<file path="src/rtl/dmm_pkg.sv">
// ----------------------------------------------------------------------------
// dmm_pkg
// Shared types and constants of the dense matrix multiply core.
// ----------------------------------------------------------------------------
`default_nettype none

package dmm_pkg;

    localparam int IDX_W      = 4;
    localparam int SIZE_W     = 5;
    localparam int ELEM_W     = 16;
    localparam int PROD_W     = 32;
    localparam int ACC_W      = 48;
    localparam int IDX_REACH  = 16;

    localparam logic [SIZE_W-1:0] SIZE_RESET = 5'd16;

    localparam logic [1:0] REQ_WR_A    = 2'd0;
    localparam logic [1:0] REQ_WR_B    = 2'd1;
    localparam logic [1:0] REQ_COMPUTE = 2'd2;

    typedef struct packed {
        logic                     valid;
        logic                     first;
        logic                     last;
        logic [IDX_W-1:0]         k;
        logic signed [ELEM_W-1:0] a;
    } t_tok;

    typedef struct packed {
        logic                    done;
        logic signed [ACC_W-1:0] acc;
    } t_res;

endpackage

`default_nettype wire

</file>
<file path="src/rtl/dmm_cell.sv">
// ----------------------------------------------------------------------------
// dmm_cell
// One column cell: holds a column of B, multiplies each passing A element
// by its B element and accumulates the dot product of that column.
// ----------------------------------------------------------------------------
`default_nettype none

module dmm_cell #(
    parameter int CELL_IDX = 0,
    parameter int DEPTH    = 16
) (
    input  wire logic                             i_clk,
    input  wire logic                             i_rst_n,
    input  wire dmm_pkg::t_tok                    i_tok,
    input  wire logic                             i_pass,
    input  wire logic                             i_b_we,
    input  wire logic [dmm_pkg::IDX_W-1:0]        i_b_row,
    input  wire logic [dmm_pkg::IDX_W-1:0]        i_b_col,
    input  wire logic signed [dmm_pkg::ELEM_W-1:0] i_b_data,
    output dmm_pkg::t_tok                         o_tok,
    output dmm_pkg::t_res                         o_res
);

    localparam int IW = (DEPTH > 1) ? $clog2(DEPTH) : 1;

    logic signed [dmm_pkg::ELEM_W-1:0] r_mem [DEPTH];
    logic signed [dmm_pkg::ELEM_W-1:0] r_b;
    dmm_pkg::t_tok                     r_tok1;
    logic                              r_p_valid;
    logic                              r_p_first;
    logic                              r_p_last;
    logic signed [dmm_pkg::PROD_W-1:0] r_prod;
    logic signed [dmm_pkg::ACC_W-1:0]  r_acc;
    logic signed [dmm_pkg::ACC_W-1:0]  n_acc;
    logic                              r_done;
    logic signed [dmm_pkg::ACC_W-1:0]  w_prod_ext;

    always_ff @(posedge i_clk) begin
        if (i_b_we && i_b_col == dmm_pkg::IDX_W'(CELL_IDX)) begin
            r_mem[i_b_row[IW-1:0]] <= i_b_data;
        end
        r_b <= r_mem[i_tok.k[IW-1:0]];
    end

    always_ff @(posedge i_clk) begin
        if (!i_rst_n) begin
            r_tok1    <= '0;
            r_p_valid <= 1'b0;
            r_done    <= 1'b0;
        end else begin
            r_tok1    <= i_tok;
            r_p_valid <= r_tok1.valid;
            r_done    <= r_p_valid & r_p_last;
        end
    end

    assign w_prod_ext = {{(dmm_pkg::ACC_W-dmm_pkg::PROD_W){r_prod[dmm_pkg::PROD_W-1]}}, r_prod};

    always_comb begin
        n_acc = r_acc;
        if (r_p_valid) begin
            n_acc = r_p_first ? w_prod_ext : r_acc + w_prod_ext;
        end
    end

    always_ff @(posedge i_clk) begin
        r_p_first <= r_tok1.first;
        r_p_last  <= r_tok1.last;
        r_prod    <= r_tok1.a * r_b;
        r_acc     <= n_acc;
    end

    // drop the beat at the neighbor when the next column is not in use
    always_comb begin
        o_tok       = r_tok1;
        o_tok.valid = r_tok1.valid & i_pass;
    end

    assign o_res.done = r_done;
    assign o_res.acc  = r_acc;

endmodule

`default_nettype wire

</file>
<file path="config.mk">
export PLATFORM = sky130hd
export DESIGN_NAME = dmm_cell
export DESIGN_NICKNAME = d
export VERILOG_FILES = /design/src/rtl/dmm_pkg.sv /design/src/rtl/dmm_cell.sv
export SDC_FILE = /design/constraint.sdc
export NUM_CORES = 1
export LEC_CHECK = 0
export ABC_AREA = 1
export BUFFER_PORTS_ARGS = -buffer_cell sky130_fd_sc_hd__buf_2
export CORE_UTILIZATION = 59
export CTS_BUF_LIST = sky130_fd_sc_hd__clkbuf_8
export DETAILED_ROUTE_END_ITERATION = 10
export GPL_TIMING_DRIVEN = 0
export PLACE_DENSITY = 0.86
export SYNTH_ARGS = -nofsm -noshare
export SYNTH_HDL_FRONTEND = slang
export SYNTH_SLANG_ARGS = --single-unit
</file>
<file path="constraint.sdc">
create_clock -name i_clk -period 5.5 [get_ports i_clk]
set_input_delay 0.275 -clock i_clk [delete_from_list [all_inputs] [get_ports i_clk]]
set_output_delay 0.275 -clock i_clk [all_outputs]
set_load 0.01 [all_outputs]
</file>
==> run metrics <==
async set or reset register ratio after synthesis 0%; total core area about 48,000 um^2; Total GRT Usage between 30 and 40%; parity-gate share of the synthesized area counting xor and xnor cells between 1 and 1.5%; Placed Area 30,800 um^2; flip-flop cell with the highest count after synthesis sky130_fd_sc_hd__edfxtp_1; residual overflow from global routing 0; Internal Pwr Total slightly above 0.01 W; Setup-failing EPs final 0; final worst clock skew around 0.073 ns; first-pass GRT wire length 128,000 um; fraction of power consumed by the clock network between 10% and 20%; CTS Buffer Depth 3; number of DRC markers in iteration 0 ~2,800; transition time at the pin with the least slew margin around 1.1 ns; post-synthesis sequential area ratio 36.6%; Cell variety after synth 42; # port buffers ~120; final cell area excluding filler cells roughly 34,000 um^2; average cell area after synthesis ~8.7 um^2; die width 224 um; max frequency ~0.18 GHz; post-layout min period approximately 5.5 ns; Adder-Cell Fraction of Synth Area 23.7%; HPWL after DPL 61,700 um; startpoint type of the worst setup path flop; RSZ-0062 raised after global routing true; pin count of the biggest net entering global routing 28; hold-critical path endpoint r_b[9]$_DFF_P_; NetSw ~0.010 W; worst supply voltage drop on vdd between 800 and 900 uV; Cell Count Post-Placement 4,139; number of flops mapped to enable cells by yosys about 300; Final GP Congestion roughly 1.0; headroom to the max-slew limit around a quarter; cell count after synthesis around 3,400; fraction of post-synthesis cell area in the top cell type by area a little under a third; share of post-route cells with drive strength above 1 16.4%; synthesis-to-layout area growth 15.4%; switching share of power roughly half; CTS H-tree lvls 2; post-synthesis compound-gate area fraction roughly 6.4%; placement row count 80; sum of routed wire length over all layers between 80,000 and 90,000 um; r2r worst-path depth 19; starting density of the core between 60% and 70%; crit share post-route around 99%; leading cell type in the layout, fill and taps excluded sky130_fd_sc_hd__nand2_1; height of the chip between 200 and 250 um; worst reg2reg endpoint r_prod[22]$_DFF_P_; area of the die 50,200 um^2; clock tree root buffer cell sky130_fd_sc_hd__clkbuf_8; share of power burned in combinational logic approximately two thirds; reg-to-reg critical path startpoint r_b[15]$_DFF_P_; CTS tree built; number of DRC violations after detailed routing 0; cts bufs inserted 60; via count normalized by instance count 5.57; final core utilization a little over two thirds; Leakage Power ~17 nW; critical path required time just over 6 ns; worst hold path class input pin to flop; hold wc startpoint i_tok[19]; synthesized-area fraction occupied by and/or/nand/nor cells approximately 17%; final layout net count roughly 4,000; Hold Crit Depth 3; via count of the first global-routing pass ~24,000; number of maximum-capacitance violations 0; antenna fix cells 0; Worst-Skew Late Latency about 0.73 ns; initial antenna violation count 0; run status complete, no violations; clock sink total 379; clock-pin slew reported for the worst setup and hold paths after clock tree synthesis ~0.07 ns; element type at the critical path end flop; count of warnings emitted by yosys 0; Arr. time, crit path a little over 6 ns; boundary pin count between 100 and 150; post-route antenna net violation count 0; WL/cell between 15 and 20 um; multiplexer share of the synthesized area under 10%; number of pins with negative max-slew slack in the final report 0; power density cells 605 nW/um^2; Critical Setup Path Class flop to flop; post-synthesis register bit count 379; final hold violation count 0; non-filler instance count after layout 4,295; Area contributors post-synth sky130_fd_sc_hd__edfxtp_1 31%, sky130_fd_sc_hd__fa_1 18%, sky130_fd_sc_hd__nand2_1 11%; largest fanout on the critical path 10; Post-Synthesis Net Count 3,794; Yosys top cell by area sky130_fd_sc_hd__edfxtp_1; r2r setup slk 0.05 ns; netlist area before placement approximately 29,000 um^2; largest family of logic cells by synthesized area adder cells; detailed-router iteration count before antenna repair 6; sequential share of power between 10% and 20%; Vias 23,900; highest-count cells in the layout ignoring fill and taps 833 x sky130_fd_sc_hd__nand2_1, 777 x sky130_fd_sc_hd__inv_1, 304 x sky130_fd_sc_hd__edfxtp_1, 252 x sky130_fd_sc_hd__fa_1, 132 x sky130_fd_sc_hd__buf_2
[cells in the mapped netlist (2+ instances only)]
master / n
sky130_fd_sc_hd__xnor2_1: 11
sky130_fd_sc_hd__ha_1: 129
sky130_fd_sc_hd__clkinv_1: 2
sky130_fd_sc_hd__nand2_2: 30
sky130_fd_sc_hd__or2_1: 4
sky130_fd_sc_hd__a21boi_0: 2
sky130_fd_sc_hd__nor2_2: 26
sky130_fd_sc_hd__nor2_1: 117
sky130_fd_sc_hd__dfxtp_1: 75
sky130_fd_sc_hd__o21bai_1: 4
sky130_fd_sc_hd__buf_1: 7
sky130_fd_sc_hd__o21a_1: 3
sky130_fd_sc_hd__buf_2: 12
sky130_fd_sc_hd__buf_4: 27
sky130_fd_sc_hd__o21ai_0: 104
sky130_fd_sc_hd__edfxtp_1: 304
sky130_fd_sc_hd__fa_1: 263
sky130_fd_sc_hd__or2_2: 14
sky130_fd_sc_hd__nand2_1: 852
sky130_fd_sc_hd__inv_2: 23
sky130_fd_sc_hd__xor2_1: 27
sky130_fd_sc_hd__o211ai_1: 65
sky130_fd_sc_hd__nand3b_1: 10
sky130_fd_sc_hd__o21ai_1: 4
sky130_fd_sc_hd__nand3_1: 114
sky130_fd_sc_hd__clkbuf_1: 88
sky130_fd_sc_hd__a21o_1: 8
sky130_fd_sc_hd__nand3_2: 5
sky130_fd_sc_hd__a21oi_1: 131
sky130_fd_sc_hd__buf_6: 3
sky130_fd_sc_hd__nor2_4: 5
sky130_fd_sc_hd__nor3_1: 12
sky130_fd_sc_hd__mux2i_1: 64
sky130_fd_sc_hd__nand4_1: 23
sky130_fd_sc_hd__inv_1: 776
[cells by family (layout without fill, tap and decap cells)]
family | count (synthesis) | after routing
buffers and inverters | 938 | 1226
multiplexers | 64 | 64
flip-flops | 379 | 379
XOR/XNOR | 38 | 38
adder cells (fa/ha/maj) | 392 | 392
AO/OA/AOI/OAI | 325 | 325
AND/OR/NAND/NOR | 1215 | 1215
[timing repair]
action / 4_1_cts / 5_1_grt
hold endpoints to repair: 275 / 0
pin swaps: 4 / 42
endpoints found under the setup margin: 22 / 17
setup buffers: 5 / 26
hold buffers: 35 / 0
gates resized for setup: 168 / 143
[worst max-delay path: stages (launching register included)]
cell,delay [ns]
sky130_fd_sc_hd__dfxtp_2,0.35
sky130_fd_sc_hd__clkinvlp_4,0.28
sky130_fd_sc_hd__buf_6,0.26
sky130_fd_sc_hd__nor2_1,0.11
sky130_fd_sc_hd__fa_1,0.44
sky130_fd_sc_hd__fa_1,0.49
sky130_fd_sc_hd__fa_1,0.60
sky130_fd_sc_hd__fa_1,0.44
sky130_fd_sc_hd__fa_1,0.49
sky130_fd_sc_hd__inv_1,0.06
sky130_fd_sc_hd__fa_1,0.50
sky130_fd_sc_hd__inv_1,0.08
sky130_fd_sc_hd__ha_4,0.31
sky130_fd_sc_hd__nand2_2,0.12
sky130_fd_sc_hd__nor2_4,0.16
sky130_fd_sc_hd__inv_1,0.09
sky130_fd_sc_hd__nor2_4,0.14
sky130_fd_sc_hd__nand4_1,0.13
sky130_fd_sc_hd__nand3_1,0.15
sky130_fd_sc_hd__xor2_1,0.16
[layout make-up]
| cell class | instances | area, um^2 |
|---|---|---|
| buffer | 113 | 801 |
| inverter | 801 | 3010 |
| sequential | 379 | 10700 |
| timing repair buffer | 198 | 1440 |
| clock inverter | 48 | 448 |
| fill | 3466 | 14600 |
| clock buffer | 66 | 908 |
| multi-input combinational | 2034 | 15400 |
| tap | 656 | 821 |
[power groups by stage]
| stage | Sequential, W | Combinational [W] | Clock [W] |
|---|---|---|---|
| 6_report | 0.00367 | 0.0139 | 0.00270 |
| 4_1_cts | 0.00368 | 0.0119 | 0.00269 |
| 2_1_floorplan | 0.00364 | 0.00770 | 0 |
| 3_3_place_gp | 0.00368 | 0.0107 | 0 |
| 5_1_grt | 0.00369 | 0.0152 | 0.00282 |
| 3_5_place_dp | 0.00369 | 0.0109 | 0 |
[worst max-delay path by stage]
stage                                     from                  to  slack [ns]  depth (start not counted)
after floorplan           o_tok[15]$_SDFF_PN0_  r_prod[26]$_DFF_P_        0.02                         20
after global placement    o_tok[15]$_SDFF_PN0_  r_prod[23]$_DFF_P_       -0.98                         19
after detailed placement  o_tok[15]$_SDFF_PN0_  r_prod[29]$_DFF_P_       -1.05                         20
after CTS                      r_b[12]$_DFF_P_  r_prod[30]$_DFF_P_      0.0009                         20
after global routing           r_b[15]$_DFF_P_  r_prod[29]$_DFF_P_       -0.13                         19
final                          r_b[15]$_DFF_P_  r_prod[22]$_DFF_P_        0.05                         19
[stage by stage]
| stage | hold slack [ns] | worst slack [ns] | total power [W] | setup TNS, ns |
|---|---|---|---|---|
| after floorplan | 0.332 | 0.0152 | 0.0113 | 0 |
| after global placement | 0.349 | -0.980 | 0.0144 | -14.17 |
| after detailed placement | 0.341 | -1.05 | 0.0146 | -14.58 |
| after CTS | 0.0502 | 0.000885 | 0.0183 | 0 |
| after global routing | 0.115 | -0.127 | 0.0217 | -0.666 |
| final | 0.105 | 0.0498 | 0.0203 | 0 |
[flip-flops by register name, summed over array words and instances, names as in the netlist]
register,count
o_tok,22
r_done,1
r_p_valid,1
r_mem,256
r_p_last,1
r_p_first,1
r_tok1,1
r_b,16
r_acc,48
r_prod,32
[metal layers]
metal / GRT usage [%] / share of wire (%) / vias up / wire length, um
met2: 56.4 / 47 / 1551 / 40000
li1: - / - / 10800 / -
met4: 16.0 / 5.1 / 0 / 4290
met5: 0 / 0 / - / 0
met1: 42.6 / 37 / 11200 / 31100
met3: 6.51 / 11 / 329 / 9350
(Power assumes the default switching activity.)
